**config.mk**
```make
export PLATFORM = sky130hd
export DESIGN_NAME = sha1_message_hasher
export DESIGN_NICKNAME = d
export VERILOG_FILES = /design/src/hdl/sha1mh_pkg.sv /design/src/hdl/sha1mh_dp.sv /design/src/hdl/sha1mh_ctrl.sv /design/src/hdl/sha1_message_hasher.sv
export SDC_FILE = /design/constraint.sdc
export NUM_CORES = 2
export LEC_CHECK = 0
export BUFFER_PORTS_ARGS = -buffer_cell sky130_fd_sc_hd__buf_2
export CAP_MARGIN = 30
export CORE_MARGIN = 2
export CORE_UTILIZATION = 40
export CTS_BUF_LIST = sky130_fd_sc_hd__clkbuf_8
export CTS_CLUSTER_SIZE = 12
export DETAILED_ROUTE_END_ITERATION = 10
export PLACE_DENSITY = 0.53
export SKIP_CTS_REPAIR_TIMING = 1
export SYNTH_ARGS = -nofsm -noshare
export SYNTH_HDL_FRONTEND = slang
export SYNTH_SLANG_ARGS = --single-unit
export TNS_END_PERCENT = 50
```
**constraint.sdc**
```tcl
create_clock -name clock -period 18.7 [get_ports clock]
set_input_delay 2.805 -clock clock [delete_from_list [all_inputs] [get_ports clock]]
set_output_delay 2.805 -clock clock [all_outputs]
set_load 0.02 [all_outputs]
```
**src/hdl/sha1mh_pkg.sv**
```systemverilog
// ----------------------------------------------------------------------------
// sha1mh_pkg
// shared types and constants of the sha-1 message hasher
// ----------------------------------------------------------------------------
`default_nettype none

package sha1mh_pkg;

   // round constants, one per group of twenty rounds
   localparam logic [31:0] K_ROUND0 = 32'h5a827999;
   localparam logic [31:0] K_ROUND1 = 32'h6ed9eba1;
   localparam logic [31:0] K_ROUND2 = 32'h8f1bbcdc;
   localparam logic [31:0] K_ROUND3 = 32'hca62c1d6;

   // initial chaining values
   localparam logic [31:0] HASH_INIT [5] = '{
      32'h67452301, 32'hefcdab89, 32'h98badcfe, 32'h10325476, 32'hc3d2e1f0
   };

   localparam logic [7:0] PAD_MARK = 8'h80;

   localparam logic [6:0] ROUND_SCHED = 7'd16;
   localparam logic [6:0] ROUND_G1    = 7'd20;
   localparam logic [6:0] ROUND_G2    = 7'd40;
   localparam logic [6:0] ROUND_G3    = 7'd60;
   localparam logic [6:0] ROUND_LAST  = 7'd79;

   localparam logic [2:0] WORD_LAST = 3'd4;

   // source of the byte shifted into the block buffer
   typedef enum logic [1:0] {
      SEL_IN,
      SEL_MARK,
      SEL_ZERO,
      SEL_LEN
   } byte_sel_type;

   // commands from the controller to the datapath
   typedef struct packed {
      logic         shift;      // shift one byte into the block buffer
      byte_sel_type sel;
      logic         count_inc;  // message byte, bump the length counter
      logic         load_len;   // latch the bit length for the trailer
      logic         start;      // load working variables from the hash
      logic         round;      // run one compression round
      logic [6:0]   round_idx;
      logic         fold;       // add working variables into the hash
      logic         clear;      // back to initial values for a new message
      logic [2:0]   word_idx;   // digest word on the result port
   } dp_cmd_type;

endpackage

`default_nettype wire

```
**src/hdl/sha1mh_dp.sv**
```systemverilog
// ----------------------------------------------------------------------------
// sha1mh_dp
// datapath: block buffer, message schedule, round logic and chaining values
// ----------------------------------------------------------------------------
`default_nettype none

module sha1mh_dp import sha1mh_pkg::*; (
   input  wire logic        clock,
   input  wire logic        reset,
   input  wire dp_cmd_type  cmd,
   input  wire logic [7:0]  req_byte,
   output logic [31:0]      digest_word
);

   // block buffer, word 0 in the top bits; bytes and schedule words shift in
   logic [511:0] blk_ff, blk_in;
   logic [63:0]  len_ff, len_in;
   logic [60:0]  count_ff, count_in;
   logic [31:0]  hash_ff [5];
   logic [31:0]  hash_in [5];
   logic [31:0]  var_ff [5];
   logic [31:0]  var_in [5];

   logic [7:0]   byte_val;
   logic [31:0]  w0, w2, w8, w13, w_x, w_val;
   logic [31:0]  f_val, k_val, t_val;

   always_comb begin
      case (cmd.sel)
         SEL_IN:   byte_val = req_byte;
         SEL_MARK: byte_val = PAD_MARK;
         SEL_ZERO: byte_val = 8'h00;
         SEL_LEN:  byte_val = len_ff[63:56];
         default:  byte_val = 8'h00;
      endcase
   end

   // schedule taps: w[t-16], w[t-14], w[t-8], w[t-3]
   assign w0    = blk_ff[511:480];
   assign w2    = blk_ff[447:416];
   assign w8    = blk_ff[255:224];
   assign w13   = blk_ff[95:64];
   assign w_x   = w13 ^ w8 ^ w2 ^ w0;
   assign w_val = (cmd.round_idx < ROUND_SCHED) ? w0 : {w_x[30:0], w_x[31]};

   always_comb begin
      if (cmd.round_idx < ROUND_G1) begin
         f_val = (var_ff[1] & var_ff[2]) | (~var_ff[1] & var_ff[3]);
         k_val = K_ROUND0;
      end else if (cmd.round_idx < ROUND_G2) begin
         f_val = var_ff[1] ^ var_ff[2] ^ var_ff[3];
         k_val = K_ROUND1;
      end else if (cmd.round_idx < ROUND_G3) begin
         f_val = (var_ff[1] & var_ff[2]) | (var_ff[1] & var_ff[3])
               | (var_ff[2] & var_ff[3]);
         k_val = K_ROUND2;
      end else begin
         f_val = var_ff[1] ^ var_ff[2] ^ var_ff[3];
         k_val = K_ROUND3;
      end
   end

   assign t_val = {var_ff[0][26:0], var_ff[0][31:27]} + f_val + var_ff[4] + k_val + w_val;

   always_comb begin
      blk_in   = blk_ff;
      len_in   = len_ff;
      count_in = count_ff;
      hash_in  = hash_ff;
      var_in   = var_ff;

      if (cmd.shift) begin
         blk_in = {blk_ff[503:0], byte_val};
      end else if (cmd.round) begin
         blk_in = {blk_ff[479:0], w_val};
      end

      if (cmd.load_len) begin
         len_in = {count_ff, 3'b000};
      end else if (cmd.shift && cmd.sel == SEL_LEN) begin
         len_in = {len_ff[55:0], 8'h00};
      end

      if (cmd.count_inc) begin
         count_in = count_ff + 61'd1;
      end

      if (cmd.start) begin
         var_in = hash_ff;
      end else if (cmd.round) begin
         var_in[0] = t_val;
         var_in[1] = var_ff[0];
         var_in[2] = {var_ff[1][1:0], var_ff[1][31:2]};
         var_in[3] = var_ff[2];
         var_in[4] = var_ff[3];
      end

      if (cmd.fold) begin
         for (int i = 0; i < 5; i++) begin
            hash_in[i] = hash_ff[i] + var_ff[i];
         end
      end

      if (cmd.clear) begin
         hash_in  = HASH_INIT;
         count_in = '0;
         for (int i = 0; i < 5; i++) begin
            var_in[i] = '0;
         end
      end
   end

   always_ff @(posedge clock) begin
      if (reset) begin
         count_ff <= '0;
         hash_ff  <= HASH_INIT;
         for (int i = 0; i < 5; i++) begin
            var_ff[i] <= '0;
         end
      end else begin
         count_ff <= count_in;
         hash_ff  <= hash_in;
         var_ff   <= var_in;
      end
   end

   always_ff @(posedge clock) begin
      blk_ff <= blk_in;
      len_ff <= len_in;
   end

   always_comb begin
      case (cmd.word_idx)
         3'd0:    digest_word = hash_ff[0];
         3'd1:    digest_word = hash_ff[1];
         3'd2:    digest_word = hash_ff[2];
         3'd3:    digest_word = hash_ff[3];
         3'd4:    digest_word = hash_ff[4];
         default: digest_word = '0;
      endcase
   end

endmodule

`default_nettype wire

```
**src/hdl/sha1mh_ctrl.sv**
```systemverilog
// ----------------------------------------------------------------------------
// sha1mh_ctrl
// controller: byte position, padding sequence, round count and digest output
// ----------------------------------------------------------------------------
`default_nettype none

module sha1mh_ctrl import sha1mh_pkg::*; (
   input  wire logic   clock,
   input  wire logic   reset,
   input  wire logic   req_tvalid,
   input  wire logic   req_has_byte,
   input  wire logic   req_end,
   input  wire logic   rsp_tready,
   output logic        req_tready,
   output logic        rsp_tvalid,
   output logic [2:0]  word_index,
   output logic        last_word,
   output dp_cmd_type  cmd
);

   localparam logic [5:0] POS_LAST   = 6'd63;
   localparam logic [5:0] POS_PRELEN = 6'd55;
   localparam logic [2:0] LEN_LAST   = 3'd7;

   typedef enum logic [2:0] {
      S_IDLE,
      S_ROUND,
      S_FOLD,
      S_PADMARK,
      S_PADZERO,
      S_PADLEN,
      S_EMIT
   } state_type;

   typedef enum logic [1:0] {
      RET_IDLE,
      RET_PADMARK,
      RET_PADZERO,
      RET_EMIT
   } ret_type;

   state_type  state_ff, state_in;
   ret_type    ret_ff, ret_in;
   logic [5:0] pos_ff, pos_in;
   logic [6:0] round_ff, round_in;
   logic [2:0] lenb_ff, lenb_in;
   logic [2:0] word_ff, word_in;
   logic       accept;

   assign req_tready = (state_ff == S_IDLE);
   assign rsp_tvalid = (state_ff == S_EMIT);
   assign word_index = word_ff;
   assign last_word  = (word_ff == WORD_LAST);
   assign accept     = req_tvalid && req_tready;

   always_comb begin
      state_in = state_ff;
      ret_in   = ret_ff;
      pos_in   = pos_ff;
      round_in = round_ff;
      lenb_in  = lenb_ff;
      word_in  = word_ff;
      cmd      = '0;
      cmd.sel       = SEL_IN;
      cmd.round_idx = round_ff;
      cmd.word_idx  = word_ff;

      case (state_ff)
         S_IDLE: begin
            if (accept) begin
               if (req_has_byte) begin
                  cmd.shift     = 1'b1;
                  cmd.count_inc = 1'b1;
                  pos_in        = pos_ff + 6'd1;
                  if (pos_ff == POS_LAST) begin
                     cmd.start = 1'b1;
                     round_in  = '0;
                     state_in  = S_ROUND;
                     ret_in    = req_end ? RET_PADMARK : RET_IDLE;
                  end else if (req_end) begin
                     state_in = S_PADMARK;
                  end
               end else if (req_end) begin
                  state_in = S_PADMARK;
               end
            end
         end
         S_ROUND: begin
            cmd.round = 1'b1;
            if (round_ff == ROUND_LAST) begin
               round_in = '0;
               state_in = S_FOLD;
            end else begin
               round_in = round_ff + 7'd1;
            end
         end
         S_FOLD: begin
            cmd.fold = 1'b1;
            case (ret_ff)
               RET_IDLE:    state_in = S_IDLE;
               RET_PADMARK: state_in = S_PADMARK;
               RET_PADZERO: state_in = S_PADZERO;
               RET_EMIT:    state_in = S_EMIT;
               default:     state_in = S_IDLE;
            endcase
         end
         S_PADMARK: begin
            cmd.shift    = 1'b1;
            cmd.sel      = SEL_MARK;
            cmd.load_len = 1'b1;
            pos_in       = pos_ff + 6'd1;
            if (pos_ff == POS_LAST) begin
               cmd.start = 1'b1;
               round_in  = '0;
               state_in  = S_ROUND;
               ret_in    = RET_PADZERO;
            end else if (pos_ff == POS_PRELEN) begin
               lenb_in  = '0;
               state_in = S_PADLEN;
            end else begin
               state_in = S_PADZERO;
            end
         end
         S_PADZERO: begin
            cmd.shift = 1'b1;
            cmd.sel   = SEL_ZERO;
            pos_in    = pos_ff + 6'd1;
            if (pos_ff == POS_LAST) begin
               cmd.start = 1'b1;
               round_in  = '0;
               state_in  = S_ROUND;
               ret_in    = RET_PADZERO;
            end else if (pos_ff == POS_PRELEN) begin
               lenb_in  = '0;
               state_in = S_PADLEN;
            end
         end
         S_PADLEN: begin
            cmd.shift = 1'b1;
            cmd.sel   = SEL_LEN;
            pos_in    = pos_ff + 6'd1;
            lenb_in   = lenb_ff + 3'd1;
            if (lenb_ff == LEN_LAST) begin
               cmd.start = 1'b1;
               round_in  = '0;
               state_in  = S_ROUND;
               ret_in    = RET_EMIT;
            end
         end
         S_EMIT: begin
            if (rsp_tready) begin
               if (word_ff == WORD_LAST) begin
                  cmd.clear = 1'b1;
                  word_in   = '0;
                  state_in  = S_IDLE;
               end else begin
                  word_in = word_ff + 3'd1;
               end
            end
         end
         default: begin
            state_in = S_IDLE;
         end
      endcase
   end

   always_ff @(posedge clock) begin
      if (reset) begin
         state_ff <= S_IDLE;
         ret_ff   <= RET_IDLE;
         pos_ff   <= '0;
         round_ff <= '0;
         lenb_ff  <= '0;
         word_ff  <= '0;
      end else begin
         state_ff <= state_in;
         ret_ff   <= ret_in;
         pos_ff   <= pos_in;
         round_ff <= round_in;
         lenb_ff  <= lenb_in;
         word_ff  <= word_in;
      end
   end

   // input and result sides never open together
   assert property (@(posedge clock) disable iff (reset)
      !(req_tready && rsp_tvalid))
      else $error("input and result channels open at once");

   // the eightieth round hands over to the fold
   assert property (@(posedge clock) disable iff (reset)
      (state_ff == S_ROUND && round_ff == ROUND_LAST) |=> (state_ff == S_FOLD))
      else $error("compression did not end after round 79");

   // length trailer starts on byte 56 of the block
   assert property (@(posedge clock) disable iff (reset)
      (state_ff == S_PADLEN && lenb_ff == 3'd0) |-> (pos_ff == 6'd56))
      else $error("length trailer misplaced");

   // digest goes out only on a block boundary
   assert property (@(posedge clock) disable iff (reset)
      rsp_tvalid |-> (pos_ff == 6'd0))
      else $error("digest emitted mid block");

   // digest always begins with the most significant word
   assert property (@(posedge clock) disable iff (reset)
      $rose(rsp_tvalid) |-> (word_index == 3'd0))
      else $error("digest did not start at word 0");

endmodule

`default_nettype wire

```
**src/hdl/sha1_message_hasher.sv**
```systemverilog
// ----------------------------------------------------------------------------
// sha1_message_hasher
// byte-stream sha-1 hasher with padding and five-word digest output
// ----------------------------------------------------------------------------
// req channel: one item per message byte; req_tuser marks whether req_tdata
//   carries a byte, req_tlast ends the message (after the byte, if any). an
//   item with neither is taken and ignored; an end-only item with no earlier
//   bytes yields the digest of the empty message.
// rsp channel: five items per message, digest word 0 (most significant)
//   first; rsp_tuser gives the word position, rsp_tlast flags word 4.
// timing: byte items are taken while req_tready is high. the 64th byte of a
//   block starts the compression, 80 rounds at one per cycle on a single
//   round unit and then a fold into the chaining values; req_tready stays
//   low throughout, so no byte is taken until the block is done.
// at message end (after the compression of a block completed by the last
//   byte, if any) the padding bytes are shifted in one per cycle: 0x80, zeros
//   and the 8-byte bit length, which spills into a second block when it does
//   not fit in the first. each padded block takes a further compression, then
//   the digest words appear.
// the block works on one message end at a time: req_tready is low while the
//   digest is offered, and a stalled receiver simply holds the current word
//   until rsp_tready rises. after word 4 the chaining values and the length
//   counter go back to their initial values and input reopens.
// reset (synchronous, active high) leaves the block idle and ready for the
//   first byte of a new message.
// ----------------------------------------------------------------------------
`default_nettype none

module sha1_message_hasher import sha1mh_pkg::*; (
   input  wire logic        clock,
   input  wire logic        reset,
   input  wire logic        req_tvalid,
   output logic             req_tready,
   input  wire logic [7:0]  req_tdata,   // [7:0] data_byte
   input  wire logic        req_tuser,   // [0] has_byte
   input  wire logic        req_tlast,   // end_of_message
   output logic             rsp_tvalid,
   input  wire logic        rsp_tready,
   output logic [31:0]      rsp_tdata,   // [31:0] digest_word
   output logic [2:0]       rsp_tuser,   // [2:0] word_index
   output logic             rsp_tlast    // last_word
);

   dp_cmd_type cmd;

   // controller: byte position, padding, round count and output sequence
   sha1mh_ctrl u_ctrl (
      .clock        (clock),
      .reset        (reset),
      .req_tvalid   (req_tvalid),
      .req_has_byte (req_tuser),
      .req_end      (req_tlast),
      .rsp_tready   (rsp_tready),
      .req_tready   (req_tready),
      .rsp_tvalid   (rsp_tvalid),
      .word_index   (rsp_tuser),
      .last_word    (rsp_tlast),
      .cmd          (cmd)
   );

   // datapath: block buffer, schedule, round unit and chaining values
   sha1mh_dp u_dp (
      .clock       (clock),
      .reset       (reset),
      .cmd         (cmd),
      .req_byte    (req_tdata),
      .digest_word (rsp_tdata)
   );

endmodule

`default_nettype wire
```
==> results by group <==
Timing
  • Max frequency: 152 MHz
  • RSZ-0062 raised after global routing: false
  • Period minus WS final: 6590 ps
  • Max-slew violations: 0
  • Worst slew margin: 27.6%
  • Final Hold Vio Count: 0
  • Worst-margin pin slew: 1080 ps
  • # setup viols final: 0
  • Setup WS post-layout: 12110 ps
  • Final Cycle Share: 35.2%
  • Setup TNS Final: 0 ps
  • Clock skew: 50.3 ps

Logic synthesis
  • Gate Count Post-Synth: 6048
  • Cell taking the most area after synthesis: edfxtp_1
  • Sequential share of the synthesized area: 46.7%
  • YS warnings: 0
  • Prevailing post-synth register cell: edfxtp_1
  • Post-synth cell types: 85
  • Syn Nets: 6415
  • Post-synthesis register bit count: 978
  • Post-Syn Area per Cell: 8.97 µm²
  • Area contributors post-synth: edfxtp_1 (32%), dfxtp_1 (15%), nand2_1 (14%)
  • Asr flop ratio synth: 0%
  • Syn Std Cell Area: 0.0542 mm²
  • Post-synth EDFFs: 573
  • Top cell type's share of synthesized area: 31.7%

Power and ir drop
  • Sw Pwr: 2600 µW
  • Logic pwr share: 28.2%
  • Lkg Pwr: 0.0253 µW
  • Clock power frac: 26.9%
  • Max VDD drop: 86.1 µV
  • Switching share of power: 35.7%
  • Final Power: 7290 µW
  • Reg power frac: 44.9%
  • Pwr dens: 122 mW/mm²
  • P_int: 4690 µW

Clocking
  • # H-tree levels: 4
  • Number of buffers created by CTS: 180
  • Reg clk slew, reported paths: 60 ps
  • Clk buf depth: 3
  • Worst skew pair latency: 890 ps
  • TritonCTS clock tree: done
  • CTS root buf: clkbuf_8
  • Clock sinks: 978

Finish
  • Fillers: 13178
  • Commonest non-fill, non-tap cell in the layout: nand2_1
  • Most frequent cells in the layout: nand2_1 (2053), edfxtp_1 (573), dfxtp_1 (405)
  • Fin cells: 7946
  • Area of the multi-input gates: 0.0270 mm²
  • Final Net Count: 6393
  • P&R area growth vs syn: 10.0%
  • Flip-flop and latch area: 0.0253 mm²
  • Layout cells sized above 1: 6.36%

Global route
  • GRT overflow: 0
  • GRT Util Overall: 22.2%
  • First-pass GRT wire length: 241 mm
  • Vias in the first global route: 41008
  • Largest net degree at the start of global routing: 229
  • Initial antenna violation count: 4

Floorplan
  • Cell Rows: 135
  • Die W: 372 µm
  • Initial core utilization: 40.2%
  • Die area: 0.139 mm²
  • I/O pin cnt: 52
  • Die height: 372 µm
  • Core box area: 0.135 mm²

Run status
  • Status: complete, no violations

Worst setup path
  • Crit end category: register
  • Worst setup SP type: register
  • Max stage delay on crit path: 510 ps
  • CP dominant cell by count: fa_1
  • Slowest cell on the critical path: dfxtp_1
  • Critical path class: reg2reg
  • Worst-path fanout max: 32
  • CP required: 19490 ps
  • Worst path arrival time: 7380 ps

Placement
  • Post-Place Worst Slack: 11580 ps
  • Hpwl dp: 103 mm
  • Port Buffers: 51
  • Cell Count Post-Placement: 7623
  • Global placement routability congestion: 0.846

Drt
  • Detailed Route Iter0 Violations: 3854
  • Routed WL: 154 mm
  • DR WL/cell: 19.4 µm
  • Routed Antenna Nets: 0
  • Via density: 5.35
  • Initial DRT Pass Iterations: 8
  • Via count: 42550
  • Residual DRC count: 0

Job
  • Max-cap viol count: 0

Hold path
  • Hold crit path type: reg2reg
## power groups by stage
stage / clock network (µW) / registers (µW) / logic [µW]
4_1_cts: 2030 / 3270 / 2070
5_1_grt: 2120 / 3330 / 2330
3_5_place_dp: 0 / 3310 / 2060
2_1_floorplan: 0 / 3360 / 1520
6_report: 1960 / 3270 / 2060
3_3_place_gp: 0 / 3310 / 2010
## cells by family (layout without fill, tap and decap cells)
logic type,after synthesis,count (layout),share of synthesized area [%]
mux,25,25,0.485
xor+xnor,308,308,4.97
compound gates,1198,1198,14.3
buf+inv,532,645,3.71
flops,978,978,46.7
other cells,0,4,0
simple gates,2654,2654,20.0
fa+ha+maj,353,353,9.86
## state kept, by name, summed over array words and instances (netlist names)
| register | cells |
|---|---|
| u_dp.hash_ff | 160 |
| u_ctrl.state_ff | 3 |
| u_dp.var_ff | 160 |
| u_ctrl.round_ff | 7 |
| u_dp.blk_ff | 512 |
| u_dp.count_ff | 61 |
| u_ctrl.ret_ff | 2 |
| u_dp.len_ff | 61 |
| u_ctrl.pos_ff | 6 |
| u_ctrl.word_index | 3 |
| u_ctrl.lenb_ff | 3 |
## routing by layer
layer | global-route usage, % | vias to the layer above | share of wire (%)
li1 | - | 20721 | -
met1 | 31.2 | 20579 | 47
met2 | 35.1 | 1002 | 46
met3 | 3.27 | 248 | 4.8
met5 | 0 | - | 0
met4 | 6.76 | 0 | 2.6
## per-stage QoR
| step | instance area (µm²) | utilization (%) | hold WS (ps) |
|---|---|---|---|
| after floorplan | 54200 | - | 449 |
| final | 59700 | 44.2 | 480 |
| after global placement | 56100 | 41.5 | 461 |
| after CTS | 59600 | 44.2 | 485 |
| after global routing | 59700 | 44.2 | 507 |
| after detailed placement | 56300 | 41.7 | 478 |
## final timing paths
check,cells after the start,slack [ps],start,end
setup / recovery,25,12110,u_ctrl.round_ff[5],u_dp.var_ff[159]
hold / removal,2,480,u_ctrl.pos_ff[1],u_ctrl.pos_ff[1]
setup reg to reg,25,12110,u_ctrl.round_ff[5],u_dp.var_ff[159]
hold reg to reg,2,480,u_ctrl.pos_ff[1],u_ctrl.pos_ff[1]
## synthesized netlist by cell type, drive strengths merged (32+ instances only)
| library cell | n |
|---|---|
| nand2 | 2056 |
| edfxtp | 573 |
| dfxtp | 405 |
| a21oi | 401 |
| clkbuf | 292 |
| nor2 | 257 |
| ha | 229 |
| inv | 222 |
| o21ai | 210 |
| xnor2 | 198 |
| a22oi | 195 |
| fa | 124 |
| xor2 | 110 |
| a21o | 80 |
| nor2b | 64 |
| nand3 | 61 |
| o211ai | 49 |
| a222oi | 34 |
| nor3 | 33 |
| nand2b | 32 |
## worst max-delay path, delay by kind of cell, from the launching register on
family | cells | cell delay (ps)
adder cells (fa/ha/maj) | 5 | 1920
AND/OR/NAND/NOR | 7 | 1510
AO/OA/AOI/OAI | 9 | 1820
buffers and inverters | 4 | 700
flip-flops | 1 | 510
## layout make-up
cell class	count	area share, %
multi-input cells	4538	45.3
flip-flops and latches	978	42.4
clock buffers	199	4.59
well taps	1781	3.73
repair buffers	106	1.50
inverters	222	1.40
clock inverters	118	1.06
diodes	4	0.0168
(Power assumes the default switching activity.)
